===== config.mk =====
export PLATFORM = sky130hd
export DESIGN_NAME = digital_radial_packet_parser_unit
export DESIGN_NICKNAME = d
export VERILOG_FILES = /design/src/rtl/core/drpp_pkg.sv /design/src/rtl/core/drpp_parser.sv /design/src/rtl/core/digital_radial_packet_parser_unit.sv
export SDC_FILE = /design/constraint.sdc
export NUM_CORES = 1
export LEC_CHECK = 0
export BUFFER_PORTS_ARGS = -buffer_cell sky130_fd_sc_hd__buf_2
export CORE_UTILIZATION = 50
export CTS_CLUSTER_DIAMETER = 80
export DETAILED_ROUTE_END_ITERATION = 10
export PLACE_DENSITY = 0.7
export SYNTH_ARGS = -nofsm -noshare
export SYNTH_HDL_FRONTEND = slang
export SYNTH_SLANG_ARGS = --single-unit

===== constraint.sdc =====
create_clock -name clk_i -period 16.4 [get_ports clk_i]
set_input_delay 1.64 -clock clk_i [delete_from_list [all_inputs] [get_ports clk_i]]
set_output_delay 1.64 -clock clk_i [all_outputs]
set_load 0.05 [all_outputs]

===== src/rtl/core/drpp_pkg.sv =====
package drpp_pkg;

  localparam logic [3:0] HDR_BYTES = 4'd12;
  localparam logic [3:0] RAD_BYTES = 4'd6;
  localparam int HDR_WORDS = 6;
  localparam int RAD_WORDS = 3;

  typedef enum logic [3:0] {
    PH_HEADER = 4'b0001,
    PH_RADIAL = 4'b0010,
    PH_LEVELS = 4'b0100,
    PH_PAD    = 4'b1000
  } phase_e;

  typedef enum logic [1:0] {
    KIND_HEADER = 2'd0,
    KIND_RADIAL = 2'd1,
    KIND_LEVEL  = 2'd2
  } kind_e;

  typedef struct packed {
    kind_e       kind;
    logic [15:0] first_bin;
    logic [15:0] bin_count;
    logic [15:0] x_origin;
    logic [15:0] y_origin;
    logic [15:0] scale;
    logic [15:0] radial_count;
    logic [15:0] radial_index;
    logic [15:0] level_count;
    logic [15:0] start_angle;
    logic [15:0] delta_angle;
    logic [7:0]  level_value;
  } result_t;

endpackage


===== src/rtl/core/drpp_parser.sv =====
module drpp_parser (
  input  logic              clk_i,
  input  logic              rst_ni,
  input  logic              step_i,
  input  logic [7:0]        byte_i,
  output logic              res_valid_o,
  output drpp_pkg::result_t res_o
);
  import drpp_pkg::*;

  phase_e      phase_q, phase_d;
  logic [3:0]  byte_position_q, byte_position_d;
  logic [7:0]  high_byte_q, high_byte_d;
  logic [15:0] hw_q [HDR_WORDS];
  logic [15:0] hw_d [HDR_WORDS];
  logic [15:0] rw_q [RAD_WORDS];
  logic [15:0] rw_d [RAD_WORDS];
  logic [15:0] radials_done_q, radials_done_d;
  logic [15:0] levels_done_q, levels_done_d;

  logic [3:0]  limit;
  logic [3:0]  pos;
  logic [15:0] word;
  logic [15:0] rd_inc;
  logic [15:0] lvl_inc;
  phase_e      fin_phase;

  assign word      = {high_byte_q, byte_i};
  assign rd_inc    = radials_done_q + 16'd1;
  assign lvl_inc   = levels_done_q + 16'd1;
  // end of radial: next radial or back to a packet header
  assign fin_phase = (rd_inc == hw_q[5]) ? PH_HEADER : PH_RADIAL;
  assign limit     = (phase_q == PH_HEADER) ? HDR_BYTES : RAD_BYTES;
  assign pos       = (byte_position_q >= limit) ? 4'd0 : byte_position_q;

  always_comb begin
    phase_d         = phase_q;
    byte_position_d = byte_position_q;
    high_byte_d     = high_byte_q;
    hw_d            = hw_q;
    rw_d            = rw_q;
    radials_done_d  = radials_done_q;
    levels_done_d   = levels_done_q;
    res_valid_o     = 1'b0;
    res_o           = '0;
    if (step_i) begin
      case (phase_q)
        PH_HEADER, PH_RADIAL: begin
          if (!pos[0]) begin
            high_byte_d     = byte_i;
            byte_position_d = pos + 4'd1;
          end else begin
            if (phase_q == PH_HEADER) begin
              hw_d[pos[3:1]] = word;
            end else begin
              rw_d[pos[2:1]] = word;
            end
            if (pos + 4'd1 < limit) begin
              byte_position_d = pos + 4'd1;
            end else begin
              byte_position_d = 4'd0;
              res_valid_o     = 1'b1;
              levels_done_d   = 16'd0;
              if (phase_q == PH_HEADER) begin
                res_o.kind         = KIND_HEADER;
                res_o.first_bin    = hw_d[0];
                res_o.bin_count    = hw_d[1];
                res_o.x_origin     = hw_d[2];
                res_o.y_origin     = hw_d[3];
                res_o.scale        = hw_d[4];
                res_o.radial_count = hw_d[5];
                radials_done_d     = 16'd0;
                phase_d            = (hw_d[5] == 16'd0) ? PH_HEADER : PH_RADIAL;
              end else begin
                res_o.kind         = KIND_RADIAL;
                res_o.radial_index = radials_done_q;
                res_o.level_count  = rw_d[0];
                res_o.start_angle  = rw_d[1];
                res_o.delta_angle  = rw_d[2];
                if (rw_d[0] == 16'd0) begin
                  radials_done_d = rd_inc;
                  phase_d        = fin_phase;
                end else begin
                  phase_d = PH_LEVELS;
                end
              end
            end
          end
        end
        PH_LEVELS: begin
          res_valid_o        = 1'b1;
          res_o.kind         = KIND_LEVEL;
          res_o.radial_index = radials_done_q;
          res_o.level_value  = byte_i;
          levels_done_d      = lvl_inc;
          if (lvl_inc >= rw_q[0]) begin
            if (rw_q[0][0]) begin
              phase_d = PH_PAD;
            end else begin
              radials_done_d  = rd_inc;
              byte_position_d = 4'd0;
              phase_d         = fin_phase;
            end
          end
        end
        PH_PAD: begin
          // pad byte after an odd level count, value ignored
          radials_done_d  = rd_inc;
          byte_position_d = 4'd0;
          phase_d         = fin_phase;
        end
        default: begin
          phase_d         = PH_HEADER;
          byte_position_d = 4'd0;
        end
      endcase
    end
  end

  always_ff @(posedge clk_i or negedge rst_ni) begin
    if (!rst_ni) begin
      phase_q         <= PH_HEADER;
      byte_position_q <= 4'd0;
      high_byte_q     <= 8'd0;
      hw_q            <= '{default: '0};
      rw_q            <= '{default: '0};
      radials_done_q  <= 16'd0;
      levels_done_q   <= 16'd0;
    end else begin
      phase_q         <= phase_d;
      byte_position_q <= byte_position_d;
      high_byte_q     <= high_byte_d;
      hw_q            <= hw_d;
      rw_q            <= rw_d;
      radials_done_q  <= radials_done_d;
      levels_done_q   <= levels_done_d;
    end
  end

endmodule


===== src/rtl/core/digital_radial_packet_parser_unit.sv =====
// Digital radial data array packet parser.
// Input channel (in_valid_i / in_ready_o / data_byte_i): one packet byte per
// item, starting with the byte after the packet code.
// Output channel (out_valid_o / out_ready_i): one item per packet header,
// per radial header and per level byte; kind_o tells which, and fields that
// do not belong to that kind read as zero. Pad bytes and header bytes
// other than the last of a header give no item.
// Path: a byte accepted into the input register is parsed from there, and
// its item is loaded into the output register once the byte is consumed,
// which waits while the output register holds an item that is not taken.
// Throughput: one byte per cycle unless the output register stalls; the
// parse state update is a single short step between the two registers.
// Reset: the parser waits for a packet header, all words and counters are
// cleared, and both registers are empty.
// Stall: while an item waits in the output register, the byte in the input
// register is held; in_ready_o stays high while the input register is
// empty, so one more byte is taken before the input side stops.
module digital_radial_packet_parser_unit (
  input  logic               clk_i,
  input  logic               rst_ni,
  input  logic               in_valid_i,
  output logic               in_ready_o,
  input  logic [7:0]         data_byte_i,
  output logic               out_valid_o,
  input  logic               out_ready_i,
  output logic [1:0]         kind_o,
  output logic [15:0]        first_bin_o,
  output logic [15:0]        bin_count_o,
  output logic signed [15:0] x_origin_o,
  output logic signed [15:0] y_origin_o,
  output logic [15:0]        scale_o,
  output logic [15:0]        radial_count_o,
  output logic [15:0]        radial_index_o,
  output logic [15:0]        level_count_o,
  output logic [15:0]        start_angle_o,
  output logic [15:0]        delta_angle_o,
  output logic [7:0]         level_value_o
);
  import drpp_pkg::*;

  logic    in_valid_q;
  logic [7:0] in_data_q;
  logic    out_valid_q;
  result_t out_q;
  logic    consume;
  logic    res_valid;
  result_t res;

  assign consume    = in_valid_q & (~out_valid_q | out_ready_i);
  assign in_ready_o = ~in_valid_q | consume;

  drpp_parser u_parser (
    .clk_i      (clk_i),
    .rst_ni     (rst_ni),
    .step_i     (consume),
    .byte_i     (in_data_q),
    .res_valid_o(res_valid),
    .res_o      (res)
  );

  always_ff @(posedge clk_i or negedge rst_ni) begin
    if (!rst_ni) begin
      in_valid_q  <= 1'b0;
      out_valid_q <= 1'b0;
    end else begin
      if (in_ready_o) begin
        in_valid_q <= in_valid_i;
      end
      if (out_ready_i || !out_valid_q) begin
        out_valid_q <= consume & res_valid;
      end
    end
  end

  always_ff @(posedge clk_i) begin
    if (in_ready_o && in_valid_i) begin
      in_data_q <= data_byte_i;
    end
    if (consume && res_valid) begin
      out_q <= res;
    end
  end

  assign out_valid_o    = out_valid_q;
  assign kind_o         = out_q.kind;
  assign first_bin_o    = out_q.first_bin;
  assign bin_count_o    = out_q.bin_count;
  assign x_origin_o     = signed'(out_q.x_origin);
  assign y_origin_o     = signed'(out_q.y_origin);
  assign scale_o        = out_q.scale;
  assign radial_count_o = out_q.radial_count;
  assign radial_index_o = out_q.radial_index;
  assign level_count_o  = out_q.level_count;
  assign start_angle_o  = out_q.start_angle;
  assign delta_angle_o  = out_q.delta_angle;
  assign level_value_o  = out_q.level_value;

endmodule


==> summary.md, run 1 <==
| Metric | Value |
|---|---|
| Result of the run | completed |
| Yosys cell types | between 60 and 70 |
| Die area | approximately 35000 um2 |
| Syn nets | 1492 |
| Synth Cell Area | about 17000 um2 |
| Gate Count Post-Synth | 1458 |
| Largest net degree at the start of global routing | ~130 |
| Routing usage on met1 | 0.356 |
| Nets | roughly 1.6k |
| Sw frac | 0.331 |
| Setup TNS | 0 ns |
| 1st-pass router iterations | 5 |
| Global Route Usage Sum | 0.242 |
| First-pass GRT wire length | 66000 um |
| Die height | roughly 190 um |
| Count of state elements after synthesis | ~370 |
| Global route overflow | 0 |
| Via Count | roughly 12k |
| Layer with the highest usage | met2 |
| Wire per inst | 20.1 um |
| DP HPWL | between 20000 and 30000 um |
| M3 GR Usage | 0.0402 |
| Met2 Track Usage GR | 0.373 |
| Drt via density | 5.71 |
| Max FFs per register | 96 |
| Max-Cap Viols | 0 |
| Final period util | 0.360 |
| N_diodes | 0 |
| Top Registers | u_parser.hw_q x96, u_parser.rw_q x48 |
| CTS buffer count | 38 |
| Post-synth ARST share | 0.522 |
| Clock sink total | about 370 |
| Largest Register | u_parser.hw_q |
| Setup Crit Path Kind | reg2reg |
| Skew-Pair Late Insertion Delay | around 0.54 ns |
| Worst hold margin | between 0.5 and 0.6 ns |
| Peak VDD IR | between 0.07 and 0.08 mV |
| Final wirelength | 41800 um |
| Number of flops mapped to enable cells by yosys | ~180 |
| Fmax | 169 MHz |
| Post-CTS Setup Repair Bufs | 0 |
| Worst setup EP type | flip-flop |
| Synth-to-layout area growth | 15.1% |
| Seq pwr share | 0.437 |
| Hold Violations, Final | 0 |
| CTS tree | yes |
| Placer Congestion | approximately 0.87 |
| Initial Util | 0.508 |
| Antenna violations before repair | 1 |
| Gate power share | 0.251 |
| RSZ-0062 raised after global routing | no |
| Slew margin rel. | 0.213 |
| ANT nets after route | 0 |
| Post-synthesis sequential area ratio | 0.600 |
| Initial DRC count | between 1k and 1.5k |
| Post-CTS sizing | 0 |
| Max Buffers Root-to-Sink | 3 |
| Crit path launch type | flip-flop |
| Die Width | 186 um |
| Slew Viols, Final | 0 |
| H-tree levels | 2 |
| Critical path data required time | about 17 ns |
| Vias in the first global route | 11.4k |
| Pwr Density | 144 nW/um2 |
| Worst-margin pin slew | between 1 and 1.5 ns |
| Sw Pwr | slightly above 0.9 mW |
| Clk pwr share | 0.312 |
| # DRC | 0 |
| Skew final | roughly 0.022 ns |
| Internal power | about 1.9 mW |
| Hold WC Path Type | reg2reg |
| CP max FO | between 90 and 100 |
| CTS root buf | clkbuf_16 |
| Core Footprint | approximately 33000 um2 |
| Pleak | about 7.6 nW |
| WP data arrival | a little over 6 ns |
| # setup viols final | 0 |
| Top Ports | 184 |
| Ys Warns | 0 |
| Reg clk slew, reported paths | around 0.060 ns |
| Avg Cell Area, Syn | roughly 12 um2 |
| Layout cells sized above 1 | 0.274 |
| Cts hold-fix bufs | 0 |
| Top FF cell, synth | dfrtp_1 |
| Post-layout min period | between 5 and 6 ns |
| Rows | 67 |
| Buffers on Ports | ~180 |
worst max-delay path: stages, from the launching register on:
cell	delay [ns]
dfstp_2	0.61
nor4b_4	0.27
inv_2	0.19
ha_1	0.37
nand2_1	0.05
o21ai_0	0.66
inv_1	0.25
ha_1	0.29
or4_4	0.57
a2111oi_4	0.37
nor2_1	0.09
buf_4	0.22
inv_6	0.67
buf_4	0.81
cell type report:
class | instances | area [um2]
Fill cell | 2744 | 13900
Sequential cell | 372 | 10200
Multi-Input combinational cell | 944 | 6250
Timing Repair Buffer | 212 | 1140
Clock buffer | 48 | 1050
Tap cell | 448 | 561
Clock inverter | 22 | 220
Inverter | 36 | 140
cell families after synthesis:
family                     count (synthesis)  share of synthesized area
DFF                                      372                      0.600
adders and majority gates                 22                     0.0162
and+or+nand+nor                          471                      0.127
xor gates and xnor gates                  36                     0.0185
buffers and inverters                    142                     0.0327
AOI/OAI and AO/OA                        229                     0.0847
muxes                                    186                      0.121
metrics by stage:
stage | area [um2] | total power [mW] | utilization | setup WS [ns] | cells
finish | 19600 | 2.81 | 0.585 | 10.49 | 2082
global route | 19600 | 2.94 | 0.585 | 10.12 | 2082
CTS | 19600 | 2.82 | 0.585 | 10.52 | 2082
detailed placement | 18300 | 1.94 | 0.547 | 10.53 | 2012
global placement | 18300 | 1.92 | 0.547 | 10.68 | 2012
floorplan | 17000 | 1.72 | - | 8.79 | 1458
cells in the final DEF, fill, tap and decap left out, types with 4 or more instances in the layout:
| cell type | synthesis | routed |
|---|---|---|
| nand2_1 | 266 | 265 |
| dfrtp_1 | 193 | 193 |
| buf_2 | 9 | 182 |
| edfxtp_1 | 178 | 178 |
| mux2_2 | 153 | 153 |
| a21oi_1 | 127 | 127 |
| nor2_1 | 66 | 66 |
| clkbuf_16 | 0 | 39 |
| inv_1 | 34 | 33 |
| mux2i_1 | 33 | 33 |
| buf_4 | 1 | 29 |
| nand3_1 | 23 | 23 |
| xnor2_1 | 22 | 22 |
| ha_1 | 22 | 22 |
| o31ai_1 | 21 | 21 |
| and2_1 | 20 | 20 |
| and3_1 | 18 | 18 |
| o21ai_0 | 18 | 18 |
| nand4_1 | 17 | 17 |
| xor2_1 | 14 | 14 |
| nor4_1 | 15 | 14 |
| clkinv_1 | 1 | 12 |
| a22o_1 | 11 | 11 |
| nor3_1 | 8 | 8 |
| nand2b_1 | 7 | 7 |
| o31ai_2 | 7 | 7 |
| nor2b_1 | 6 | 6 |
| o21ai_1 | 6 | 5 |
| a31oi_1 | 5 | 5 |
| clkbuf_8 | 0 | 5 |
| clkbuf_1 | 88 | 5 |
| and4_1 | 4 | 4 |
| bufinv_16 | 0 | 4 |
metal layers:
| layer | wire, um | part of all wire |
|---|---|---|
| met1 | 18800 | 0.45 |
| met2 | 19400 | 0.46 |
| met3 | 2830 | 0.068 |
| met4 | 840 | 0.020 |
| met5 | 0 | 0 |
path summary, 6_finish.rpt:
check	from	endpoint	slack, ns	cells past startpoint
setup reg to reg	u_parser.phase_q[0]$_DFFE_PN1P_	bin_count_o[14]$_SDFFCE_PP0P_	10.49	13
hold / removal	u_parser.hw_q[69]$_DFFE_PN0P_	u_parser.hw_q[69]$_DFFE_PN0P_	0.51	1
hold reg to reg	u_parser.hw_q[69]$_DFFE_PN0P_	u_parser.hw_q[69]$_DFFE_PN0P_	0.51	1
min in group asynchronous	rst_ni	u_parser.hw_q[74]$_DFFE_PN0P_	1.30	1
setup / recovery	u_parser.phase_q[0]$_DFFE_PN1P_	bin_count_o[14]$_SDFFCE_PP0P_	10.49	13
max in group asynchronous	rst_ni	u_parser.levels_done_q[0]$_DFFE_PN0P_	13.60	2
cells in the mapped netlist (7+ instances only):
master	number	area (um2)
inv_1	34	128
edfxtp_1	178	5350
buf_1	7	26.3
mux2i_1	33	330
buf_2	9	45.0
and2_1	20	125
clkbuf_1	88	330
nor2_1	66	248
o31ai_2	7	87.6
o31ai_1	21	158
nor4_1	15	93.8
nor3_1	8	40.0
o21ai_0	18	90.1
a21oi_1	127	636
xnor2_1	22	193
ha_1	22	275
nand3_1	23	115
nand2_1	266	998
and3_1	18	113
nand2b_1	7	43.8
dfrtp_1	193	4830
a22o_1	11	96.3
nand4_1	17	106
xor2_1	14	123
mux2_2	153	1720
power groups by stage:
stage	clock [mW]	combinational, mW	sequential, mW
2_1_floorplan	0	0.507	1.21
3_3_place_gp	0	0.681	1.24
3_5_place_dp	0	0.698	1.24
4_1_cts	0.888	0.702	1.23
5_1_grt	0.923	0.774	1.24
6_report	0.876	0.705	1.23
Power figures use the tool's default switching activity.
==> run 2, diff against run 1 <==
==> constraint.sdc (replaced) <==
create_clock -name clk_i -period 6.2 [get_ports clk_i]
set_input_delay 0.62 -clock clk_i [delete_from_list [all_inputs] [get_ports clk_i]]
set_output_delay 0.62 -clock clk_i [all_outputs]
set_load 0.05 [all_outputs]
==> run 2 against run 1 <==
  * Register-to-register slack worse by 9.5 ns
  * Routed wire length decreased by 0.73%
  * Clock skew decreased by 0.0070 ns
  * Global-route usage shrank 0.17 points
  * Die area did not move
  * Critical path depth increased by 1
==> summary.md, run 2 (synthesis results as in run 1) <==
| Metric | Value |
|---|---|
| Buffers on Ports | approximately 180 |
| CTS buffer count | 39 |
| Synth-to-layout area growth | 15.7% |
| RSZ-0062 raised after global routing | no |
| CTS tree | yes |
| Hold Violations, Final | 0 |
| Cells after DPL | 2018 |
| Placer Congestion | around 0.84 |
| Global Route Usage Sum | 0.240 |
| Post-layout min period | around 5.2 ns |
| Max FFs per register | between 90 and 100 |
| Worst-margin pin slew | between 1 and 1.5 ns |
| Skew-Pair Late Insertion Delay | about 0.53 ns |
| Fmax | approximately 190 MHz |
| Cts hold-fix bufs | 0 |
| Max Buffers Root-to-Sink | 3 |
| Top Ports | 184 |
| Largest Register | u_parser.hw_q |
| Die height | between 150 and 200 um |
| Via Count | roughly 12k |
| Post-CTS sizing | 0 |
| Peak VDD IR | 0.199 mV |
| Die Width | between 150 and 200 um |
| Slew Viols, Final | 0 |
| Layout Cells excl Fill | around 2.1k |
| Global route overflow | 0 |
| Setup TNS | 0 ns |
| WP data arrival | approximately 5.6 ns |
| CTS root buf | clkbuf_16 |
| Met3 wire len | approximately 2600 um |
| Final wirelength | between 40000 and 50000 um |
| CP Buf/Inv Count | 2 |
| Die area | around 35000 um2 |
| Core Footprint | ~33000 um2 |
| CP max stage cell | or3_1 |
| Register area | just over 10000 um2 |
| Critical path data required time | between 6 and 7 ns |
| CP max FO | 21 |
| Crit path cell chain | nor4b_4 -> inv_2 -> ha_1 -> a21oi_1 -> a31o_2 -> nand2_1 -> inv_1 -> ha_1 -> or4_4 -> a2111oi_4 -> nor3_1 -> a21o_1 -> or3_1 -> o41ai_2 |
| N_diodes | 0 |
| Worst hold margin | between 0.15 and 0.2 ns |
| Initial Util | 0.508 |
| Rows | between 60 and 70 |
| Footprint of the multi-input gates | roughly 6300 um2 |
| Commonest non-fill, non-tap cell in the layout | nand2_1 |
| Skew final | between 0.01 and 0.015 ns |
| Antenna violations before repair | 0 |
| Initial DRC count | ~1.1k |
| First-pass GRT wire length | 65500 um |
| Pwr Density | approximately 380 nW/um2 |
| Most frequent cells in the layout | nand2_1, dfrtp_1, buf_2 |
| Layout cells sized above 1 | 0.279 |
| H-tree levels | 2 |
| Slew margin rel. | 0.268 |
| Reg clk slew, reported paths | around 0.06 ns |
| Wire per inst | 19.9 um |
| Final period util | 0.840 |
| # DRC | 0 |
| Post-CTS Setup Repair Bufs | 0 |
| Vias in the first global route | between 10k and 15k |
| M1 WL | between 15000 and 20000 um |
| Setup Crit Path Kind | reg2reg |
| CP delay by family, top | simple AND/OR/NAND/NOR gates |
| DP HPWL | between 20000 and 30000 um |
| 1st-pass router iterations | 6 |
| ANT nets after route | 0 |
| Cell repeated most along the worst path | ha_1 |
| Hold WC Path Type | in2async |
| Crit path launch type | flip-flop |
| Top Registers | u_parser.hw_q x96, u_parser.rw_q x48 |
| Worst setup EP type | flip-flop |
| Crit path largest cell delay | around 0.77 ns |
| Result of the run | completed |
| Top layer in use | met4 |
| Max-Cap Viols | 0 |
| Clock sink total | approximately 370 |
| Pleak | around 7.6 nW |
| # setup viols final | 0 |
| Nets | ~1.6k |
| Drt via density | about 5.7 |
| Largest net degree at the start of global routing | 97 |
| Filler cells | between 2k and 3k |
| Met2 WL post-DR | just under 20000 um |
## run 2: cell types whose count changed in the layout (fill, tap and decap cells not counted), moves of 2 or more
cell      before  now
clkinv_2       3    6
clkbuf_8       5    3
clkinv_1      12    8
buf_12         0    2
inv_6          2    0
buf_4         29   33
clkinv_8       0    2
clkbuf_1       5    8
## run 2: cell type report
cell class	instances	area share
Inverter	36	0.00706
Multi-Input combinational cell	944	0.319
Timing Repair Buffer	218	0.0616
Clock buffer	49	0.0525
Clock inverter	22	0.0129
Sequential cell	372	0.519
Tap cell	448	0.0285
## run 2: path summary, 6_finish.rpt
check | from | endpoint | slack (ns) | cells past startpoint
max in group asynchronous | rst_ni | u_parser.hw_q[26]$_DFFE_PN0P_ | 4.73 | 2
setup / recovery | u_parser.phase_q[0]$_DFFE_PN1P_ | u_parser.radials_done_q[7]$_DFFE_PN0P_ | 0.99 | 14
setup reg to reg | u_parser.phase_q[0]$_DFFE_PN1P_ | u_parser.radials_done_q[7]$_DFFE_PN0P_ | 0.99 | 14
min in group clk_i | data_byte_i[6] | in_data_q[6]$_DFFE_PP_ | 0.26 | 1
hold reg to reg | u_parser.hw_q[59]$_DFFE_PN0P_ | u_parser.hw_q[59]$_DFFE_PN0P_ | 0.51 | 1
hold / removal | rst_ni | u_parser.radials_done_q[9]$_DFFE_PN0P_ | 0.16 | 1
## run 2: through the flow
stage                     utilization  cell area (um2)  worst slack, ns  power (mW)
after detailed placement        0.550            18400             1.01        5.14
after floorplan                     -            17000           0.0158        4.54
after CTS                       0.588            19700            0.985        7.50
final                           0.588            19700            0.991        7.47
after global placement          0.550            18400             1.12        5.09
after global routing            0.588            19700            0.645        7.82
## run 2: layer usage
metal  global-route usage  vias up
met5                    0        -
met4               0.0617        0
met3               0.0416       58
met2                0.386      384
met1                0.339     5902
li1                     -     5474
## run 2: power by group
group          internal [mW]  switching, mW
registers               2.91          0.289
clock network           1.40          0.953
logic                  0.707           1.21
total                   5.01           2.45
